## config.mk

```make
export PLATFORM = sky130hd
export DESIGN_NAME = ipc_window_quota_controller_core
export DESIGN_NICKNAME = d
export VERILOG_FILES = /design/src/sv/iwqc_pkg.sv /design/src/sv/iwqc_calc.sv /design/src/sv/ipc_window_quota_controller_core.sv
export SDC_FILE = /design/constraint.sdc
export NUM_CORES = 2
export LEC_CHECK = 0
export BUFFER_PORTS_ARGS = -buffer_cell sky130_fd_sc_hd__buf_2
export CORE_MARGIN = 2
export CORE_UTILIZATION = 43
export CTS_CLUSTER_SIZE = 12
export DETAILED_ROUTE_END_ITERATION = 16
export HOLD_SLACK_MARGIN = 0.06
export SETUP_SLACK_MARGIN = 0.1
export SLEW_MARGIN = 20
export SYNTH_ARGS = -nofsm -noshare
export SYNTH_HDL_FRONTEND = slang
export SYNTH_SLANG_ARGS = --single-unit
```

## constraint.sdc

```tcl
create_clock -name i_clk -period 15.4 [get_ports i_clk]
set_input_delay 0.77 -clock i_clk [delete_from_list [all_inputs] [get_ports i_clk]]
set_output_delay 0.77 -clock i_clk [all_outputs]
set_load 0.01 [all_outputs]
```

## src/sv/iwqc_pkg.sv

```systemverilog
// Package with shared types and constants of the IPC window quota controller.
package iwqc_pkg;

    // Action codes reported with each result item.
    typedef enum logic [2:0] {
        ACT_NONE   = 3'd0,
        ACT_OVER   = 3'd1,
        ACT_INC    = 3'd2,
        ACT_HALVE  = 3'd3,
        ACT_UNDER  = 3'd4,
        ACT_HOLD   = 3'd5
    } t_action;

    // Configuration register indexes.
    localparam logic [2:0] REG_WINDOW_SIZE = 3'd0;
    localparam logic [2:0] REG_QUOTA_STEP  = 3'd1;
    localparam logic [2:0] REG_MIN_QUOTA   = 3'd2;
    localparam logic [2:0] REG_MAX_QUOTA   = 3'd3;
    localparam logic [2:0] REG_STD_FACTOR  = 3'd4;
    localparam logic [2:0] REG_RUN_TICKS   = 3'd5;
    localparam logic [2:0] REG_APPLY_EN    = 3'd6;

    // Request and response between the sequencer and the shared divide/sqrt unit.
    typedef struct packed {
        logic        start;
        logic        is_sqrt;
        logic [63:0] num;
        logic [31:0] den;
    } t_calc_req;

    typedef struct packed {
        logic        done;
        logic [63:0] result;
    } t_calc_rsp;

endpackage

```

## src/sv/iwqc_calc.sv

```systemverilog
// Shared iterative unit: restoring divider or integer square root, one bit per cycle.
module iwqc_calc (
    input  logic               i_clk,
    input  logic               i_rst_n,
    input  iwqc_pkg::t_calc_req i_req,
    output iwqc_pkg::t_calc_rsp o_rsp
);

    logic [63:0] r_num;
    logic [31:0] r_den;
    logic [64:0] r_rem;
    logic [63:0] r_quo;
    logic [6:0]  r_cnt;
    logic        r_busy;
    logic        r_sqrt;
    logic        r_done;

    logic [64:0] n_rem_sh;
    logic [64:0] n_trial;
    logic        n_ge;

    // One step: shift in one (div) or two (sqrt) bits and try to subtract.
    always_comb begin
        if (r_sqrt) begin
            n_rem_sh = {r_rem[62:0], r_num[63:62]};
            n_trial  = {r_quo[62:0], 2'b01};
        end else begin
            n_rem_sh = {r_rem[63:0], r_num[63]};
            n_trial  = {33'd0, r_den};
        end
        n_ge = (n_rem_sh >= n_trial);
    end

    always_ff @(posedge i_clk) begin
        if (!i_rst_n) begin
            r_busy <= 1'b0;
            r_done <= 1'b0;
        end else begin
            r_done <= 1'b0;
            if (i_req.start) begin
                r_busy <= 1'b1;
                r_sqrt <= i_req.is_sqrt;
                r_num  <= i_req.num;
                r_den  <= i_req.den;
                r_rem  <= '0;
                r_quo  <= '0;
                r_cnt  <= i_req.is_sqrt ? 7'd32 : 7'd64;
            end else if (r_busy) begin
                r_rem <= n_ge ? n_rem_sh - n_trial : n_rem_sh;
                r_quo <= {r_quo[62:0], n_ge};
                r_num <= r_sqrt ? {r_num[61:0], 2'b00} : {r_num[62:0], 1'b0};
                r_cnt <= r_cnt - 7'd1;
                if (r_cnt == 7'd1) begin
                    r_busy <= 1'b0;
                    r_done <= 1'b1;
                end
            end
        end
    end

    assign o_rsp.done   = r_done;
    assign o_rsp.result = r_quo;

endmodule

```

## src/sv/ipc_window_quota_controller_core.sv

```systemverilog
// Top level of the IPC window quota controller.
// Usage: one IPC sample (unsigned Q4.12, zero = no measurement) enters per item on
// the s_axis channel; one result item leaves on m_axis for every sample.
// Registers are to be written through the cfg channel (index and data) while idle;
// the block itself does not enforce this. A control-mode or invalid sample is
// evaluated, then output. A fill-mode sample runs the shared divide/sqrt unit
// three times: mean divide, variance divide and square root, with a hand-off
// after each run, then a bound step and the output step. The shared unit works
// one bit per cycle. One sample is in work at a time; s_axis_tready is low until
// the result is taken, and the next sample can be accepted in the cycle after
// that. When the receiver stalls, the result holds in its output register and
// no new sample is accepted.
// Reset (synchronous, active low) restores register defaults, clears the window
// and bounds, enters fill mode and loads the quota and tick count.
// Before the first sample, a write to any configuration register reloads the
// quota and the countdown.
module ipc_window_quota_controller_core #(
    parameter int MAX_WINDOW = 256,
    parameter int QUOTA_BITS = 24
) (
    input  logic        i_clk,
    input  logic        i_rst_n,
    input  logic        s_axis_tvalid,
    output logic        s_axis_tready,
    input  logic [15:0] s_axis_tdata,   // [15:0] ipc_sample
    output logic        m_axis_tvalid,
    input  logic        m_axis_tready,
    output logic [31:0] m_axis_tdata,   // [23:0] quota, [26:24] action, [27] apply_quota,
                                        // [28] refilling, [29] done_res,
                                        // [30] quota_unlimited, [31] zero
    input  logic        i_cfg_valid,
    output logic        o_cfg_ready,
    input  logic [2:0]  i_cfg_index,
    input  logic [31:0] i_cfg_data
);

    localparam int CW = $clog2(MAX_WINDOW + 1);
    localparam logic [QUOTA_BITS-1:0] QMAX = '1;

    typedef enum logic [6:0] {
        ST_IDLE  = 7'b0000001,
        ST_EVAL  = 7'b0000010,
        ST_MEAN  = 7'b0000100,
        ST_VAR   = 7'b0001000,
        ST_SQRT  = 7'b0010000,
        ST_BOUND = 7'b0100000,
        ST_OUT   = 7'b1000000
    } t_state;

    t_state r_state;

    // Configuration registers.
    logic [8:0]  r_window_size;
    logic [23:0] r_quota_step, r_min_quota, r_max_quota;
    logic [11:0] r_std_factor;
    logic [31:0] r_run_ticks;
    logic        r_apply_en;

    // Block state.
    logic [CW-1:0]  r_count;
    logic [23:0]    r_sum;
    logic [39:0]    r_sum_sq;
    logic [15:0]    r_mean, r_std;
    logic [23:0]    r_top, r_upper, r_stable, r_bottom;
    logic [QUOTA_BITS-1:0] r_quota;
    logic           r_refill, r_seen, r_done_run, r_started;
    logic [32:0]    r_ticks;
    logic [15:0]    r_ipc;
    logic           r_expired;
    logic [31:0]    r_msq;
    logic [31:0]    r_m_data;
    logic           r_m_valid;
    iwqc_pkg::t_action r_act;

    iwqc_pkg::t_calc_req calc_req;
    iwqc_pkg::t_calc_rsp calc_rsp;

    iwqc_calc u_calc (
        .i_clk  (i_clk),
        .i_rst_n(i_rst_n),
        .i_req  (calc_req),
        .o_rsp  (calc_rsp)
    );

    // Saturated config values and effective window.
    logic [QUOTA_BITS-1:0] min_q, max_q, step_q;
    logic [CW-1:0]         eff_win;
    logic [QUOTA_BITS:0]   inc_sum;
    logic [QUOTA_BITS-1:0] inc_q, half_q;
    logic [23:0]           ipc24;
    logic                  cfg_fire, in_fire;

    function automatic logic [QUOTA_BITS-1:0] qsat24(input logic [23:0] v);
        logic [31:0] w;
        w = {8'd0, v};
        if (w > 32'(QMAX)) return QMAX;
        return w[QUOTA_BITS-1:0];
    endfunction

    always_comb begin
        min_q  = qsat24(r_min_quota);
        max_q  = qsat24(r_max_quota);
        step_q = qsat24(r_quota_step);
        if (r_window_size == 9'd0)
            eff_win = CW'(1);
        else if ({23'd0, r_window_size} > 32'(MAX_WINDOW))
            eff_win = CW'(MAX_WINDOW);
        else
            eff_win = CW'(r_window_size);
        inc_sum = {1'b0, r_quota} + {1'b0, step_q};
        inc_q   = (inc_sum < {1'b0, max_q}) ? inc_sum[QUOTA_BITS-1:0] : max_q;
        half_q  = (r_quota >> 1) > min_q ? (r_quota >> 1) : min_q;
        ipc24   = {8'd0, r_ipc};
    end

    assign s_axis_tready = (r_state == ST_IDLE) && !r_m_valid;
    assign in_fire       = s_axis_tvalid && s_axis_tready;
    assign o_cfg_ready   = 1'b1;
    assign cfg_fire      = i_cfg_valid && o_cfg_ready;
    assign m_axis_tvalid = r_m_valid;
    assign m_axis_tdata  = r_m_data;

    // Requests to the shared unit.
    logic [63:0] quo;
    logic [31:0] dscale;
    logic [23:0] n_d;
    logic [35:0] fac_prod;
    assign quo = calc_rsp.result;
    assign fac_prod = {24'd0, r_std_factor} * {20'd0, r_std};
    assign n_d = fac_prod[31:8];

    always_comb begin
        calc_req = '0;
        unique case (r_state)
            ST_EVAL: begin
                calc_req.start = !r_done_run && r_ipc != 16'd0 && r_refill;
                calc_req.num   = {40'd0, r_sum + ipc24};
                calc_req.den   = 32'(r_count) + 32'd1;
            end
            ST_MEAN: begin
                calc_req.start = calc_rsp.done;
                calc_req.num   = {24'd0, r_sum_sq};
                calc_req.den   = 32'(r_count);
            end
            ST_VAR: begin
                calc_req.start   = calc_rsp.done;
                calc_req.is_sqrt = 1'b1;
                calc_req.num     = ({24'd0, quo[39:0]} > {32'd0, r_msq})
                                 ? {24'd0, quo[39:0]} - {32'd0, r_msq} : 64'd0;
            end
            default: ;
        endcase
    end
    assign dscale = 32'(r_count);

    logic [24:0] two_d;
    assign two_d = {n_d, 1'b0};

    // Sequencer.
    always_ff @(posedge i_clk) begin
        if (!i_rst_n) begin
            r_state       <= ST_IDLE;
            r_window_size <= 9'd16;
            r_quota_step  <= 24'd5000;
            r_min_quota   <= 24'd10000;
            r_max_quota   <= 24'd100000;
            r_std_factor  <= 12'd256;
            r_run_ticks   <= 32'd3600;
            r_apply_en    <= 1'b1;
            r_count       <= '0;
            r_sum         <= '0;
            r_sum_sq      <= '0;
            r_mean        <= '0;
            r_std         <= '0;
            r_top         <= '0;
            r_upper       <= '0;
            r_stable      <= '0;
            r_bottom      <= '0;
            r_quota       <= QUOTA_BITS'(10000);
            r_refill      <= 1'b1;
            r_seen        <= 1'b0;
            r_done_run    <= 1'b0;
            r_started     <= 1'b0;
            r_ticks       <= 33'd3600;
            r_m_valid     <= 1'b0;
        end else begin
            if (r_m_valid && m_axis_tready) r_m_valid <= 1'b0;
            // Configuration writes; reload start values before the first sample.
            if (cfg_fire) begin
                logic [23:0] n_min, n_max;
                logic        n_en;
                logic [31:0] n_rt;
                n_min = r_min_quota; n_max = r_max_quota;
                n_en = r_apply_en; n_rt = r_run_ticks;
                unique case (i_cfg_index)
                    iwqc_pkg::REG_WINDOW_SIZE: r_window_size <= i_cfg_data[8:0];
                    iwqc_pkg::REG_QUOTA_STEP:  r_quota_step  <= i_cfg_data[23:0];
                    iwqc_pkg::REG_MIN_QUOTA:   n_min         = i_cfg_data[23:0];
                    iwqc_pkg::REG_MAX_QUOTA:   n_max         = i_cfg_data[23:0];
                    iwqc_pkg::REG_STD_FACTOR:  r_std_factor  <= i_cfg_data[11:0];
                    iwqc_pkg::REG_RUN_TICKS:   n_rt          = i_cfg_data;
                    iwqc_pkg::REG_APPLY_EN:    n_en          = i_cfg_data[0];
                    default: ;
                endcase
                r_min_quota <= n_min; r_max_quota <= n_max;
                r_apply_en <= n_en; r_run_ticks <= n_rt;
                if (!r_started && i_cfg_index <= iwqc_pkg::REG_APPLY_EN) begin
                    r_quota <= n_en ? qsat24(n_min) : qsat24(n_max);
                    r_ticks <= {1'b0, n_rt};
                end
            end
            unique case (r_state)
                ST_IDLE: begin
                    if (in_fire) begin
                        r_ipc   <= s_axis_tdata;
                        r_state <= ST_EVAL;
                    end
                end
                ST_EVAL: begin
                    // Tick countdown; an expired count ends the run here unless the sample is a nonzero fill-mode one.
                    if (!r_done_run) begin
                        r_started <= 1'b1;
                        r_expired <= (r_ticks == 33'd0);
                        if (r_ticks != 33'd0) r_ticks <= r_ticks - 33'd1;
                        else if (!(r_ipc != 16'd0 && r_refill)) r_done_run <= 1'b1;
                    end
                    if (r_done_run || r_ipc == 16'd0) begin
                        r_act   <= iwqc_pkg::ACT_NONE;
                        r_state <= ST_OUT;
                    end else if (r_refill) begin
                        r_act    <= iwqc_pkg::ACT_NONE;
                        r_count  <= r_count + CW'(1);
                        r_sum    <= r_sum + ipc24;
                        r_sum_sq <= r_sum_sq + 40'({16'd0, r_ipc} * {16'd0, r_ipc});
                        r_state  <= ST_MEAN;
                    end else begin
                        r_state <= ST_OUT;
                        if (ipc24 > r_top) begin
                            r_act <= iwqc_pkg::ACT_OVER;
                            r_quota <= min_q; r_refill <= 1'b1;
                            r_count <= '0; r_sum <= '0; r_sum_sq <= '0;
                            r_mean <= '0; r_std <= '0;
                        end else if (ipc24 >= r_stable && ipc24 <= r_upper) begin
                            r_act <= iwqc_pkg::ACT_INC;
                            r_quota <= inc_q;
                        end else if (ipc24 >= r_bottom && ipc24 < r_stable) begin
                            r_act <= iwqc_pkg::ACT_HALVE;
                            r_quota <= half_q;
                        end else if (ipc24 < r_bottom) begin
                            r_act <= iwqc_pkg::ACT_UNDER;
                            r_quota <= min_q; r_refill <= 1'b1;
                            r_count <= '0; r_sum <= '0; r_sum_sq <= '0;
                            r_mean <= '0; r_std <= '0;
                        end else begin
                            r_act <= iwqc_pkg::ACT_HOLD;
                        end
                    end
                end
                ST_MEAN: begin
                    if (calc_rsp.done) begin
                        r_mean  <= quo[15:0];
                        r_msq   <= {16'd0, quo[15:0]} * {16'd0, quo[15:0]};
                        r_state <= ST_VAR;
                    end
                end
                ST_VAR: begin
                    if (calc_rsp.done) r_state <= ST_SQRT;
                end
                ST_SQRT: begin
                    if (calc_rsp.done) begin
                        r_std   <= quo[15:0];
                        r_state <= ST_BOUND;
                    end
                end
                ST_BOUND: begin
                    if (dscale >= 32'(eff_win)) begin
                        r_top    <= 24'({8'd0, r_mean} + two_d);
                        r_upper  <= {8'd0, r_mean} + n_d;
                        r_stable <= ({8'd0, r_mean} > n_d) ? {8'd0, r_mean} - n_d : 24'd0;
                        r_bottom <= ({9'd0, r_mean} > two_d)
                                  ? 24'({9'd0, r_mean} - two_d) : 24'd0;
                        r_refill <= 1'b0;
                        if (!r_expired) r_seen <= 1'b1;
                    end
                    if (r_expired) r_done_run <= 1'b1;
                    r_state <= ST_OUT;
                end
                ST_OUT: begin
                    r_m_valid <= 1'b1;
                    r_m_data  <= {1'b0, r_done_run && r_seen, r_done_run, r_refill,
                                  (r_act != iwqc_pkg::ACT_NONE) && (r_act != iwqc_pkg::ACT_HOLD)
                                      && r_apply_en,
                                  r_act, 24'(r_quota)};
                    r_state   <= ST_IDLE;
                end
                default: r_state <= ST_IDLE;
            endcase
        end
    end

`ifndef SYNTHESIS
    a_no_accept_busy: assert property (@(posedge i_clk) disable iff (!i_rst_n)
        (r_state != ST_IDLE) |-> !s_axis_tready)
        else $error("sample accepted while busy");
    a_out_after_seq: assert property (@(posedge i_clk) disable iff (!i_rst_n)
        $rose(r_m_valid) |-> $past(r_state == ST_OUT))
        else $error("result without sequence end");
    a_count_bound: assert property (@(posedge i_clk) disable iff (!i_rst_n)
        32'(r_count) <= 32'(MAX_WINDOW))
        else $error("window count overflow");
`endif

endmodule

```

# After elaboration in Yosys (flattened, before gate mapping)
# Cells that the tools add are included.
# totals
regBits	712
latch_bits	0
ramBits	0
mem_bits_ro	0
inputBits	56
out_inout_bits	35
elab_cells	253
mem_count	0
# op_classes
add_sub_neg	13
n_mul	3
n_div	0
magnitude_cmp	15
eq_ne	28
n_shift	0
n_mux	97
bitwise	5
n_reduce_logical	53
# ops
cell	count
$mux 24	21
$mux 64	6
$mux 40	5
$pmux 64 s3	1
$mux 33	5
$mux 65	2
$mux 16	7
$ge 65x65->1	1
$mul 16x16->32	2
$pmux 16 s2	2
$sub 64x64->64	1
$mux 63	1
$mux 7	9
$mux 9	7
$ge 16x24->1	2
$lt 16x24->1	2
$pmux 7 s6	1
$sub 40x32->41	1
$add 40x32->40	1
$gt 40x32->1	1
$logic_not 33->1	1
$reduce_bool 33->1	1
$sub 33x1->33 const B	1
$mux 32	1
other kinds (54)	132

# Logic depth before layout (Yosys ltp)
# depth
depth_word	14
ltp_mapped	34

# Cells and area by module
# Synthesis repeated with hierarchy kept, for this count alone.
# hier_totals
cells_unflattened	7540
area_unflattened_um2	65414.0
# modules_own_cells
mod	instances	cells_each	area_per_inst_um2	seq_area_each_um2
ipc_window_quota_controller_core	1	6098	50524.7	10189.8
iwqc_calc	1	1442	14889.3	7006.7

# Worst setup path before layout
# OpenSTA, ideal clock, no wires.
# synth_timing
path_type	register to register
from	reg r_state[2]
to	reg u_calc.r_cnt[0], enable pin
setup_time_ps	760
arrival_time_ps	10315
slack_ps	4325
stages_incl_launch_ff	9
n_path_buf	1
cell_sequence	dfxtp_1 > nor3_1 > nand2_1 > nor3b_1 > nand2_1 > nand2_1 > clkbuf_1 > nor2_1 > nor2_1
# synth_between
elab_chain_len	5
word_cells_on_any_way	7
cone_classes	eq/ne: 3; mux: 1; reduce/logical: 3
# synth_rtl
item	line_no	rtl
start: declaration	ipc_window_quota_controller_core.sv:50	t_state r_state;
start signal: assignment	ipc_window_quota_controller_core.sv:162	r_state <= ST_IDLE;
start signal: assignment	ipc_window_quota_controller_core.sv:216	r_state <= ST_EVAL;
start signal: assignment	ipc_window_quota_controller_core.sv:229	r_state <= ST_OUT;
$eq 7x4->1 / $eq 7x3->1 (equally long branches)	ipc_window_quota_controller_core.sv:134	unique case (r_state)
$reduce_or 2->1 (no source line)	--	
$pmux 1 s2 (*)	ipc_window_quota_controller_core.sv:134	
$reduce_bool 2->1 (no source line) (*)	--	
$reduce_and 2->1 (no source line) (*)	--	
end signal: assignment	iwqc_calc.sv:47	r_cnt <= i_req.is_sqrt ? 7'd32 : 7'd64;
end signal: assignment	iwqc_calc.sv:52	r_cnt <= r_cnt - 7'd1;
end: declaration	iwqc_calc.sv:13	logic [6:0] r_cnt;
# Every way passes the cells marked *; elsewhere a longest branch is shown, timed or not.
# A chain may end at the register's enable or synchronous reset.

# Final worst setup path
# layout_timing
from	reg r_std_factor[3]
to	reg r_upper[18]
# layout_between
elab_chain_len	2
# layout_rtl
item	line_no	rtl
start: declaration	ipc_window_quota_controller_core.sv:55	logic [11:0] r_std_factor;
start signal: assignment	ipc_window_quota_controller_core.sv:200	iwqc_pkg::REG_STD_FACTOR: r_std_factor <= i_cfg_data[11:0];
$mul 12x16->28	ipc_window_quota_controller_core.sv:129	assign fac_prod = {24'd0, r_std_factor} * {20'd0, r_std};
$add 16x20->21	ipc_window_quota_controller_core.sv:278	r_upper <= {8'd0, r_mean} + n_d;
end signal: assignment	ipc_window_quota_controller_core.sv:278	
end: declaration	ipc_window_quota_controller_core.sv:64	logic [23:0] r_top, r_upper, r_stable, r_bottom;
# Every way passes these cells.

==> flow_summary.ini <==
[status]
outcome = finished clean

[cells_and_area]
seq_area_um2 = 16500
area_growth_pct = 7.77
post-route-util_pct = 46.6
final_common_cell = nand2_1
fin_cells = 9241
multi_input_area_um2 = 42600
fillers = 14400
final_layout_size_suffix_gt1_share_pct = 6.45
final_cell_mix = 999 x nand2_1, 903 x inv_1, 595 x ha_1
nets = 8392

[power_and_ir_drop]
p_leak_uw = 0.0300
ir_drop_mv = 0.180
p_per_area_nw_per_um2 = 112
total_power_uw = 7690

[sta]
min_period_ns = 8.19
max_slew_margin_pct = 26.6
tns_ns = 0
slew_viol_final = 0
fin_crit_sh_pct = 53.2
worst_slack_ns = 7.21
max_freq_ghz = 0.122
hold_viol = 0
finalSetupViolCount = 0
tightest_slew_ns = 1.07
clock_skew_ns = 0.0444
rsz0062_at_grt = no

[clock_tree]
clkLatencyLatePin_ns = 0.70
clkTransAtPathRegs_ns = 0.06
cts_tree = done
cts_max_path_buffers = 3
cts.repair.resized = 0
cts-htree-levels = 3
cts_made_buffers = 85
cts_root_buffer = clkbuf_16
hold_buffers = 0
postCtsSetupRepairBufs = 0
cts.sinks = 679

[worst_setup_path]
worstSetupEndpointType = register
path_buf_inv = 2
reg2reg_slack_ns = 7.21
crit_start = r_std_factor[3]
r2r_end = r_upper[18]
required_ns = 15.95
crit-reg2reg-launch = r_std_factor[3]
crit_cells = 27
critPathKind = register to register
cp.arrival_ns = 8.74
ff2ff_path_depth = 27
slowest_delay_ns = 0.78
cp-start-kind = register
crit_fanout = 17
crit_family = adder cells
path_common_cell = fa_1
slowest_stage = dfxtp_1
cp-endpoint = r_upper[18]

[global_routing]
grt_pass1_vias = 52100
grt_start_max_net_pins = 89
antenna_found_initial = 6
gr-total-overflow = 0
track_usage_pct = 24.8
grt_pass1_wl_mm = 299

[logic_synthesis]
synth_edf_count = 291
netlist_area_um2 = 63800
synth-seq-area-share_pct = 25.9
synthCells = 7341
syn-num-nets = 8498
synth_area_per_cell_um2 = 8.69
async_reset_ff_share_pct = 0
yosysWarnings = 0
netlist.area_leader.share_pct = 15.9
yosysTopAreaCell = fa_1
synth_top_flop_cell = dfxtp_1
ys_top_cells_by_area = fa_1 16%, edfxtp_1 14%, dfxtp_1 12%
synth_seq_cells = 679
ys_types = 99

[die]
io_pins = 91
core_um2 = 147000
die_w_um = 389
die_y_um = 389
start_util_pct = 43.3
rows = 141
dieArea_um2 = 151000

[placement]
place_inst = 9078
dp_slack_ns = 7.26
dp.final_hpwl_mm = 140
gp_congestion = 0.942
portBuffers = 88

[run]
cap_violations = 0

[drt]
viasPerCell = 5.65
detail_route.first_pass.iterations = 7
finalWirelength_mm = 189
wl_per_cell_um = 20.4
final_antenna_net_count = 0
drt-initial-drc-count = 3819
remaining_drc_errors = 0
vias = 52200

[worst_hold_path]
hold_class = input port to register
[kinds of logic after synthesis]
| kind of cell | after synthesis | share of synthesized area [%] |
|---|---|---|
| buffers and inverters | 1275 | 7.59 |
| adders and majority gates | 1101 | 27.5 |
| AOI/OAI and AO/OA | 1602 | 16.3 |
| muxes | 166 | 2.75 |
| xor gates and xnor gates | 281 | 3.86 |
| DFF | 679 | 25.9 |
| and+or+nand+nor | 2235 | 16.1 |
| other | 2 | 0.0118 |
[routing by layer]
metal	track usage, %	vias to the layer above	part of all wire [%]
li1	-	24800	-
met1	34.4	25800	46
met2	40.4	1400	46
met3	3.02	261	5.4
met4	7.64	2	2.9
met5	0	-	0.0053
[state kept, by name, indices dropped and copies added (netlist names), 21 cells and up]
register      flops
m_axis_tdata     31
max_q            24
min_q            24
r_bottom         22
r_msq            31
r_quota          24
r_quota_step     24
r_run_ticks      32
r_stable         21
r_sum            24
r_sum_sq         40
r_ticks          33
r_top            22
r_upper          21
u_calc.r_num     64
u_calc.r_quo     63
u_calc.r_rem     64
[synth_stat cells, types with 32 or more instances]
master	n
a21oi_1	541
nor3_1	107
xnor2_1	201
nand2_1	1001
o21ai_0	238
o21bai_1	50
nand4_1	50
o21a_1	56
and2_1	232
a21o_1	156
nand2b_1	33
nor2_1	446
a211oi_1	69
nor2b_1	42
inv_1	903
dfxtp_1	388
a22oi_1	63
xor2_1	80
o211ai_1	33
mux2i_1	93
nand3_1	117
ha_1	595
edfxtp_1	291
and3_1	45
nor4_1	35
mux2_2	73
or3_1	32
fa_1	506
a221oi_1	42
o31ai_1	53
o22ai_1	39
a31oi_1	50
clkbuf_1	323
[where the power goes]
| part | switching, uW | total [uW] | internal, uW |
|---|---|---|---|
| Sequential | 70.3 | 2050 | 1980 |
| Clock | 878 | 1990 | 1110 |
| Combinational | 2120 | 3650 | 1530 |
[through the flow]
step | hold slack, ns | cell area, um^2
floorplan | 0.412 | 63800
global placement | 0.422 | 66000
detailed placement | 0.427 | 66000
CTS | 0.200 | 68700
global route | 0.224 | 68800
finish | 0.252 | 68800
[final cells by class]
cell class	instances	share of cell area [%]
well taps	1930	3.51
repair buffers	176	1.60
clock inverters	52	0.571
diodes	4	0.0146
inverters	906	4.96
multi-input cells	5387	62.0
flip-flops and latches	679	24.0
clock buffers	107	3.38
[how the worst min path moves through the flow]
stage	start	to	cells past startpoint
detailed placement	r_ticks[32]	r_ticks[32]	2
global route	s_axis_tdata[5]	r_ipc[5]	1
finish	s_axis_tdata[9]	r_ipc[9]	1
CTS	s_axis_tdata[10]	r_ipc[10]	1
floorplan	r_ticks[32]	r_ticks[32]	2
global placement	r_ticks[32]	r_ticks[32]	2
Power figures use the tool's default switching activity.
